### src/rtl/udbtsr_pkg.sv
// ----------------------------------------------------------------------------
// udbtsr_pkg
// Shared types and fixed widths for the up/down bar trade size ratio block.
// ----------------------------------------------------------------------------
package udbtsr_pkg;

  localparam int PRICE_W = 32;
  localparam int VOL_W   = 32;
  localparam int TRD_W   = 16;
  localparam int SUM_W   = 64;
  localparam int RATIO_W = 32;

  typedef struct packed {
    logic [PRICE_W-1:0] price;
    logic               price_finite;
    logic [VOL_W-1:0]   volume;
    logic [TRD_W-1:0]   trade_count;
    logic               load_finite;
    logic               last_bar;
  } bar_word_t;

  typedef struct packed {
    logic [RATIO_W-1:0] ratio;
    logic               ratio_valid;
  } result_word_t;

endpackage

### src/rtl/up_down_bar_trade_size_ratio_top.sv
// ----------------------------------------------------------------------------
// up_down_bar_trade_size_ratio_top
// Mean up-bar over mean down-bar trade size ratio, Q(32-F).F.
// ----------------------------------------------------------------------------
// One bar is taken per handshake. A bar that adds nothing (first bar, skipped
// bar, flat price, full count) does not use the divider. A bar that adds its
// trade size runs the shared serial divider for 32+FRACTION_BITS steps. A last
// bar with bars in both directions then adds two 64-step mean divisions and,
// if both means are nonzero, one (64+FRACTION_BITS)-step ratio division before
// the result word is loaded. All of these divisions run on the single
// divider, one quotient bit per cycle. The next bar may be taken while a
// result word waits on the output.
module up_down_bar_trade_size_ratio_top
  import udbtsr_pkg::*;
#(
  parameter int MAX_BARS      = 4096,
  parameter int FRACTION_BITS = 16
) (
  input  logic         clk,
  input  logic         rst,
  input  logic         bar_valid,
  output logic         bar_ready,
  input  bar_word_t    bar_data,
  output logic         result_valid,
  input  logic         result_ready,
  output result_word_t result_data
);

  localparam int CNT_W  = $clog2(MAX_BARS + 1);
  localparam int DVD_W  = SUM_W + FRACTION_BITS;
  localparam int STEP_W = $clog2(DVD_W + 1);

  localparam logic [2:0] S_IDLE  = 3'd0;
  localparam logic [2:0] S_SIZE  = 3'd1;
  localparam logic [2:0] S_MEAN  = 3'd2;
  localparam logic [2:0] S_UP    = 3'd3;
  localparam logic [2:0] S_DN    = 3'd4;
  localparam logic [2:0] S_CHK   = 3'd5;
  localparam logic [2:0] S_RATIO = 3'd6;
  localparam logic [2:0] S_OUT   = 3'd7;

  logic [2:0]         state;
  logic [PRICE_W-1:0] prev_price;
  logic               prev_ok;
  logic               have_prev;
  logic [SUM_W-1:0]   up_sum;
  logic [CNT_W-1:0]   up_cnt;
  logic [SUM_W-1:0]   dn_sum;
  logic [CNT_W-1:0]   dn_cnt;
  logic               dir_up;
  logic               last_r;
  logic [RATIO_W-1:0] res_ratio;
  logic               res_ok;

  logic               accept;
  logic               is_up;
  logic               is_dn;
  logic               dir_full;
  logic               qualify;
  logic               div_start;
  logic [STEP_W-1:0]  div_steps;
  logic [DVD_W-1:0]   div_dvd;
  logic [SUM_W-1:0]   div_dvs;
  logic               div_done;
  logic [DVD_W-1:0]   div_q;
  logic [SUM_W:0]     acc_sum;
  logic [SUM_W-1:0]   acc_base;
  logic [SUM_W-1:0]   acc_sat;
  logic               out_load;

  assign bar_ready = (state == S_IDLE);
  assign accept    = bar_valid && bar_ready;
  assign is_up     = bar_data.price > prev_price;
  assign is_dn     = bar_data.price < prev_price;
  assign dir_full  = is_up ? (up_cnt >= CNT_W'(MAX_BARS)) : (dn_cnt >= CNT_W'(MAX_BARS));
  assign qualify   = have_prev && prev_ok && bar_data.price_finite && bar_data.load_finite
                     && (bar_data.trade_count != '0) && (is_up || is_dn) && !dir_full;
  assign out_load  = (state == S_OUT) && (!result_valid || result_ready);

  // operand selection for the shared divider
  always_comb begin
    div_start = 1'b0;
    div_steps = STEP_W'(SUM_W);
    div_dvd   = {up_sum, {FRACTION_BITS{1'b0}}};
    div_dvs   = SUM_W'(up_cnt);
    unique case (state)
      S_IDLE: begin
        div_start = accept && qualify;
        div_steps = STEP_W'(VOL_W + FRACTION_BITS);
        div_dvd   = {bar_data.volume, {(DVD_W - VOL_W){1'b0}}};
        div_dvs   = SUM_W'(bar_data.trade_count);
      end
      S_MEAN: begin
        div_start = (up_cnt != '0) && (dn_cnt != '0);
      end
      S_UP: begin
        div_start = div_done;
        div_dvd   = {dn_sum, {FRACTION_BITS{1'b0}}};
        div_dvs   = SUM_W'(dn_cnt);
      end
      S_CHK: begin
        div_start = (up_sum != '0) && (dn_sum != '0);
        div_steps = STEP_W'(DVD_W);
        div_dvs   = dn_sum;
      end
      default: begin
        div_start = 1'b0;
      end
    endcase
  end

  udbtsr_div #(
    .DVD_W  (DVD_W),
    .DVS_W  (SUM_W),
    .STEP_W (STEP_W)
  ) u_div (
    .clk      (clk),
    .rst      (rst),
    .start    (div_start),
    .steps    (div_steps),
    .dividend (div_dvd),
    .divisor  (div_dvs),
    .done     (div_done),
    .quotient (div_q)
  );

  // saturating add of the bar size into the selected sum
  always_comb begin
    acc_base = dir_up ? up_sum : dn_sum;
    acc_sum  = {1'b0, acc_base} + {1'b0, div_q[SUM_W-1:0]};
    acc_sat  = acc_sum[SUM_W] ? {SUM_W{1'b1}} : acc_sum[SUM_W-1:0];
  end

  always_ff @(posedge clk) begin
    if (rst) begin
      state        <= S_IDLE;
      prev_price   <= '0;
      prev_ok      <= 1'b0;
      have_prev    <= 1'b0;
      up_sum       <= '0;
      up_cnt       <= '0;
      dn_sum       <= '0;
      dn_cnt       <= '0;
      dir_up       <= 1'b0;
      last_r       <= 1'b0;
      res_ratio    <= '0;
      res_ok       <= 1'b0;
      result_valid <= 1'b0;
    end else begin
      if (result_valid && result_ready && !out_load) begin
        result_valid <= 1'b0;
      end
      unique case (state)
        S_IDLE: begin
          if (accept) begin
            prev_price <= bar_data.price;
            prev_ok    <= bar_data.price_finite;
            have_prev  <= 1'b1;
            dir_up     <= is_up;
            last_r     <= bar_data.last_bar;
            if (qualify) begin
              state <= S_SIZE;
            end else if (bar_data.last_bar) begin
              state <= S_MEAN;
            end
          end
        end
        S_SIZE: begin
          if (div_done) begin
            if (dir_up) begin
              up_sum <= acc_sat;
              up_cnt <= up_cnt + CNT_W'(1);
            end else begin
              dn_sum <= acc_sat;
              dn_cnt <= dn_cnt + CNT_W'(1);
            end
            state <= last_r ? S_MEAN : S_IDLE;
          end
        end
        S_MEAN: begin
          if (div_start) begin
            state <= S_UP;
          end else begin
            res_ratio <= '0;
            res_ok    <= 1'b0;
            state     <= S_OUT;
          end
        end
        S_UP: begin
          if (div_done) begin
            up_sum <= div_q[SUM_W-1:0];
            state  <= S_DN;
          end
        end
        S_DN: begin
          if (div_done) begin
            dn_sum <= div_q[SUM_W-1:0];
            state  <= S_CHK;
          end
        end
        S_CHK: begin
          if (div_start) begin
            state <= S_RATIO;
          end else begin
            res_ratio <= '0;
            res_ok    <= 1'b0;
            state     <= S_OUT;
          end
        end
        S_RATIO: begin
          if (div_done) begin
            res_ratio <= (div_q[DVD_W-1:RATIO_W] != '0) ? {RATIO_W{1'b1}}
                                                       : div_q[RATIO_W-1:0];
            res_ok    <= 1'b1;
            state     <= S_OUT;
          end
        end
        S_OUT: begin
          if (out_load) begin
            result_valid <= 1'b1;
            prev_price   <= '0;
            prev_ok      <= 1'b0;
            have_prev    <= 1'b0;
            up_sum       <= '0;
            up_cnt       <= '0;
            dn_sum       <= '0;
            dn_cnt       <= '0;
            state        <= S_IDLE;
          end
        end
        default: begin
          state <= S_IDLE;
        end
      endcase
    end
  end

  always_ff @(posedge clk) begin
    if (out_load) begin
      result_data.ratio       <= res_ratio;
      result_data.ratio_valid <= res_ok;
    end
  end

endmodule

### src/rtl/udbtsr_div.sv
// ----------------------------------------------------------------------------
// udbtsr_div
// Shared restoring divider, one quotient bit per cycle. The dividend is
// left aligned; after the requested number of steps the quotient sits in
// the low bits of the dividend register.
// ----------------------------------------------------------------------------
module udbtsr_div #(
  parameter int DVD_W  = 80,
  parameter int DVS_W  = 64,
  parameter int STEP_W = $clog2(DVD_W + 1)
) (
  input  logic              clk,
  input  logic              rst,
  input  logic              start,
  input  logic [STEP_W-1:0] steps,
  input  logic [DVD_W-1:0]  dividend,
  input  logic [DVS_W-1:0]  divisor,
  output logic              done,
  output logic [DVD_W-1:0]  quotient
);

  logic              busy;
  logic [STEP_W-1:0] count;
  logic [DVD_W-1:0]  dvd;
  logic [DVS_W-1:0]  dvs;
  logic [DVS_W-1:0]  rem;
  logic [DVS_W:0]    shifted;
  logic [DVS_W:0]    diff;
  logic              ge;

  always_comb begin
    shifted = {rem, dvd[DVD_W-1]};
    ge      = shifted >= {1'b0, dvs};
    diff    = shifted - {1'b0, dvs};
  end

  always_ff @(posedge clk) begin
    if (rst) begin
      busy <= 1'b0;
      done <= 1'b0;
    end else begin
      done <= 1'b0;
      if (start) begin
        busy <= 1'b1;
      end else if (busy && count == STEP_W'(1)) begin
        busy <= 1'b0;
        done <= 1'b1;
      end
    end
  end

  always_ff @(posedge clk) begin
    if (start) begin
      dvd   <= dividend;
      dvs   <= divisor;
      rem   <= '0;
      count <= steps;
    end else if (busy) begin
      dvd   <= {dvd[DVD_W-2:0], ge};
      rem   <= ge ? diff[DVS_W-1:0] : shifted[DVS_W-1:0];
      count <= count - STEP_W'(1);
    end
  end

  assign quotient = dvd;

endmodule

### config.mk
export PLATFORM = sky130hd
export DESIGN_NAME = up_down_bar_trade_size_ratio_top
export DESIGN_NICKNAME = d
export VERILOG_FILES = /design/src/rtl/udbtsr_pkg.sv /design/src/rtl/up_down_bar_trade_size_ratio_top.sv /design/src/rtl/udbtsr_div.sv
export SDC_FILE = /design/constraint.sdc
export NUM_CORES = 1
export LEC_CHECK = 0
export ABC_AREA = 1
export BUFFER_PORTS_ARGS = -buffer_cell sky130_fd_sc_hd__buf_4
export CAP_MARGIN = 20
export CELL_PAD_IN_SITES_DETAIL_PLACEMENT = 0
export CELL_PAD_IN_SITES_GLOBAL_PLACEMENT = 1
export CORE_MARGIN = 2
export CORE_UTILIZATION = 30
export CTS_CLUSTER_SIZE = 28
export DETAILED_ROUTE_END_ITERATION = 6
export GPL_TIMING_DRIVEN = 0
export HOLD_SLACK_MARGIN = 0.15
export PLACE_DENSITY_LB_ADDON = 0.3
export SLEW_MARGIN = 20
export SYNTH_ARGS = -nofsm -noshare
export SYNTH_HDL_FRONTEND = slang
export SYNTH_SLANG_ARGS = --single-unit
### constraint.sdc
create_clock -name clk -period 5.25 [get_ports clk]
set_clock_uncertainty 0.2 [all_clocks]
set_input_delay 1.575 -clock clk [delete_from_list [all_inputs] [get_ports clk]]
set_output_delay 1.575 -clock clk [all_outputs]
set_load 0.01 [all_outputs]
==> impl_metrics.ini <==
[min_path]
min-delay-start = res_ratio[28]
hold_depth = 0
hold_end = result_data[29]
worstHoldPathType = reg2reg

[power_and_ir_drop]
p_leak_uw = 0.0154
switching_share = 0.485
p_switching_uw = 8960
internal_power_uw = 9500
p_comb_frac = 0.489
clkPwrFrac = 0.224
ir_drop_mv = 0.222
power_density_nw_per_um2 = 502
p_seq_frac = 0.287
total_power_uw = 18500

[worst_setup_path]
rr_startpoint = dir_up
crit_path_start_kind = flip-flop
worstPathMaxFanout = 10
end_kind = flip-flop
critPathKind = reg2reg
rr_worst_depth = 20
worst-r2r-setup-slack_ns = 0.21
arrival_ns = 5.41
timing.rr.end = dn_sum[49]
crit_required_ns = 5.62

[cts]
clock_latency_ns = 0.68
clkTransAtPathRegs_ns = 0.07
max-clock-path-buffers = 3
postCtsHoldBufs = 0
ctsRootBufferMaster = clkbuf_16
cts_tree = done
cts_buffers = 54
htreeDepth = 2
cts-resized-gates = 3
postCtsSetupBuffers = 0
cts_sinks = 477

[timing]
setup_ws_ns = 0.209
slew_headroom = 0.224
hold_slack_ns = 0.230
slew_violations = 0
max_freq_mhz = 198
final.min_clock_period_ns = 5.04
setup_viol = 0
post-route-period-util = 0.960
rsz0062_at_grt = no
finalHoldViolCount = 0
max_slew.worst_pin.slew_ns = 1.16

[global_route]
overflow = 0
gr-usage-all-layers = 0.243
antenna_found_initial = 0
grt_pass1_vias = 31464
grt_max_degree = 48
grt_pass1_wl_um = 201000

[final_layout]
fin_cells = 6326
finish.utilization = 0.348
diodes = 0
multi_input_area_sq_um = 17700
fin_nets = 5144
seqCellArea_sq_um = 11400
area_growth_pct = 14.7
fillerInstances = 11564
drive_gt1_frac = 0.0699

[run]
max-cap-violations = 0

[yosys]
ys_warn_count = 0
synth_area_per_cell_sq_um = 6.81
async_flop_share = 0
synth_top_area_frac = 0.183
synth_nets = 4962
yosysSeqAreaShare = 0.355
synth_seq_cells = 477
syn_area_sq_um = 32000
synthFlopType = dfxtp_1
yosysMostFrequentCell = nand2_1
synthTopCellsByCount = 1139 x nand2_1, 588 x a21oi_1, 538 x inv_1
ys_types = 56
synthTopCellsByArea = dfxtp_1 18%, edfxtp_1 17%, nand2_1 13%, a21oi_1 9.2%, o21ai_0 6.7%
postSynthCellCount = 4707
synth_edf_count = 184
yosysTopAreaCell = dfxtp_1

[floorplan]
die-width_um = 331
start_util = 0.304
io_pins = 122
rows = 119
dieArea_sq_um = 109000
core_area_sq_um = 106000
die_h_um = 331

[placed_design]
dpl_worst_slack_ns = -0.279
place_hpwl_um = 111000
routabilityCongestion = 1.02
io_buffers = 121
place_inst = 6224

[detailed_routing]
drc = 1
drt_iter0_markers = 3515
vias = 33271
drt-pass1-iter-count = 7
drt-total-wl_um = 137000
detail-route-antenna-nets = 0
vias_per_cell = 5.26
wl_per_cell_um = 21.6

[run_status]
violations = DRC
status = finished with violations
[power by group through the flow]
stage / Combinational, uW / Sequential (uW) / Clock, uW
after floorplan: 5680 / 4990 / 0
after global placement: 8720 / 5340 / 0
after detailed placement: 8760 / 5320 / 0
after CTS: 8800 / 5250 / 4200
after global routing: 9860 / 5320 / 4330
final: 9030 / 5290 / 4130
[cell type report]
| class | count | share of cell area |
|---|---|---|
| clock inverter | 30 | 0.0108 |
| tap | 1391 | 0.0474 |
| sequential | 477 | 0.310 |
| inverter | 560 | 0.0573 |
| timing repair buffer | 126 | 0.0276 |
| buffer | 184 | 0.0229 |
| multi-input combinational | 3486 | 0.482 |
| clock buffer | 72 | 0.0415 |
[flip-flops by register name, indices dropped and copies added, names as in the netlist, 3 cells and up]
name            flops
u_div.quotient     80
dn_sum             64
u_div.dvs          64
u_div.rem          64
up_sum             64
result_data        33
prev_price         32
res_ratio          32
dn_cnt             13
up_cnt             13
u_div.count         7
state               3
[cells in the final DEF, fill, tap and decap left out, types with 117 or more instances in the layout]
cell type  Yosys  routed
buf_4         11     133
dfxtp_1      293     293
nor2_1       460     459
clkbuf_1     113     117
inv_1        538     537
o21ai_0      430     430
nand3_1      214     214
edfxtp_1     184     184
nand2_1     1139    1139
ha_1         166     166
a21oi_1      588     588
[worst max-delay path by stage]
stage | from | endpoint | slack (ns) | cells after the start
floorplan | bar_data[70] | u_div.count[0] | 0.31 | 16
global placement | bar_data[82] | u_div.quotient[10] | -1.45 | 14
detailed placement | dir_up | dn_sum[49] | -0.28 | 18
CTS | dir_up | dn_sum[49] | 0.05 | 20
global route | dir_up | dn_sum[49] | 0.0001 | 18
finish | dir_up | dn_sum[49] | 0.21 | 20
[per-stage QoR]
stage | instance area, sq um | TNS, ns
after CTS | 36700 | 0
after floorplan | 32100 | 0
after detailed placement | 34800 | -4.68
after global placement | 34700 | -174.61
final | 36700 | 0
after global routing | 36700 | 0
[worst max-delay path, cell delays in order (launching register included)]
cell	delay (ns)
dfxtp_1	0.48
clkbuf_2	0.34
clkbuf_2	0.39
nand2_1	0.09
o21ai_0	0.09
ha_1	0.23
inv_1	0.07
fa_1	0.40
nand3b_1	0.18
nand2_1	0.23
a21oi_1	0.21
o21ai_1	0.43
nand2_1	0.12
nand3_2	0.14
nand2_1	0.06
nand2_1	0.23
inv_2	0.15
buf_2	0.30
nand3_1	0.34
nand2_1	0.11
a21oi_1	0.13
[routing by layer]
layer | GRT usage | share of wire | up-vias
li1 | - | - | 16127
met1 | 0.343 | 0.45 | 15711
met2 | 0.385 | 0.44 | 1230
met3 | 0.0291 | 0.067 | 203
met4 | 0.0806 | 0.035 | 0
met5 | 0 | 0 | -
[cell families (layout without fill, tap and decap cells)]
family,after synthesis,in the layout,synth area share
simple gates,2025,2025,0.263
compound gates,1218,1218,0.204
buf+inv,744,972,0.0916
flops,477,477,0.355
fa+ha+maj,168,168,0.0661
xor+xnor,75,75,0.0205
No activity file was read; power rests on OpenSTA's default activity.
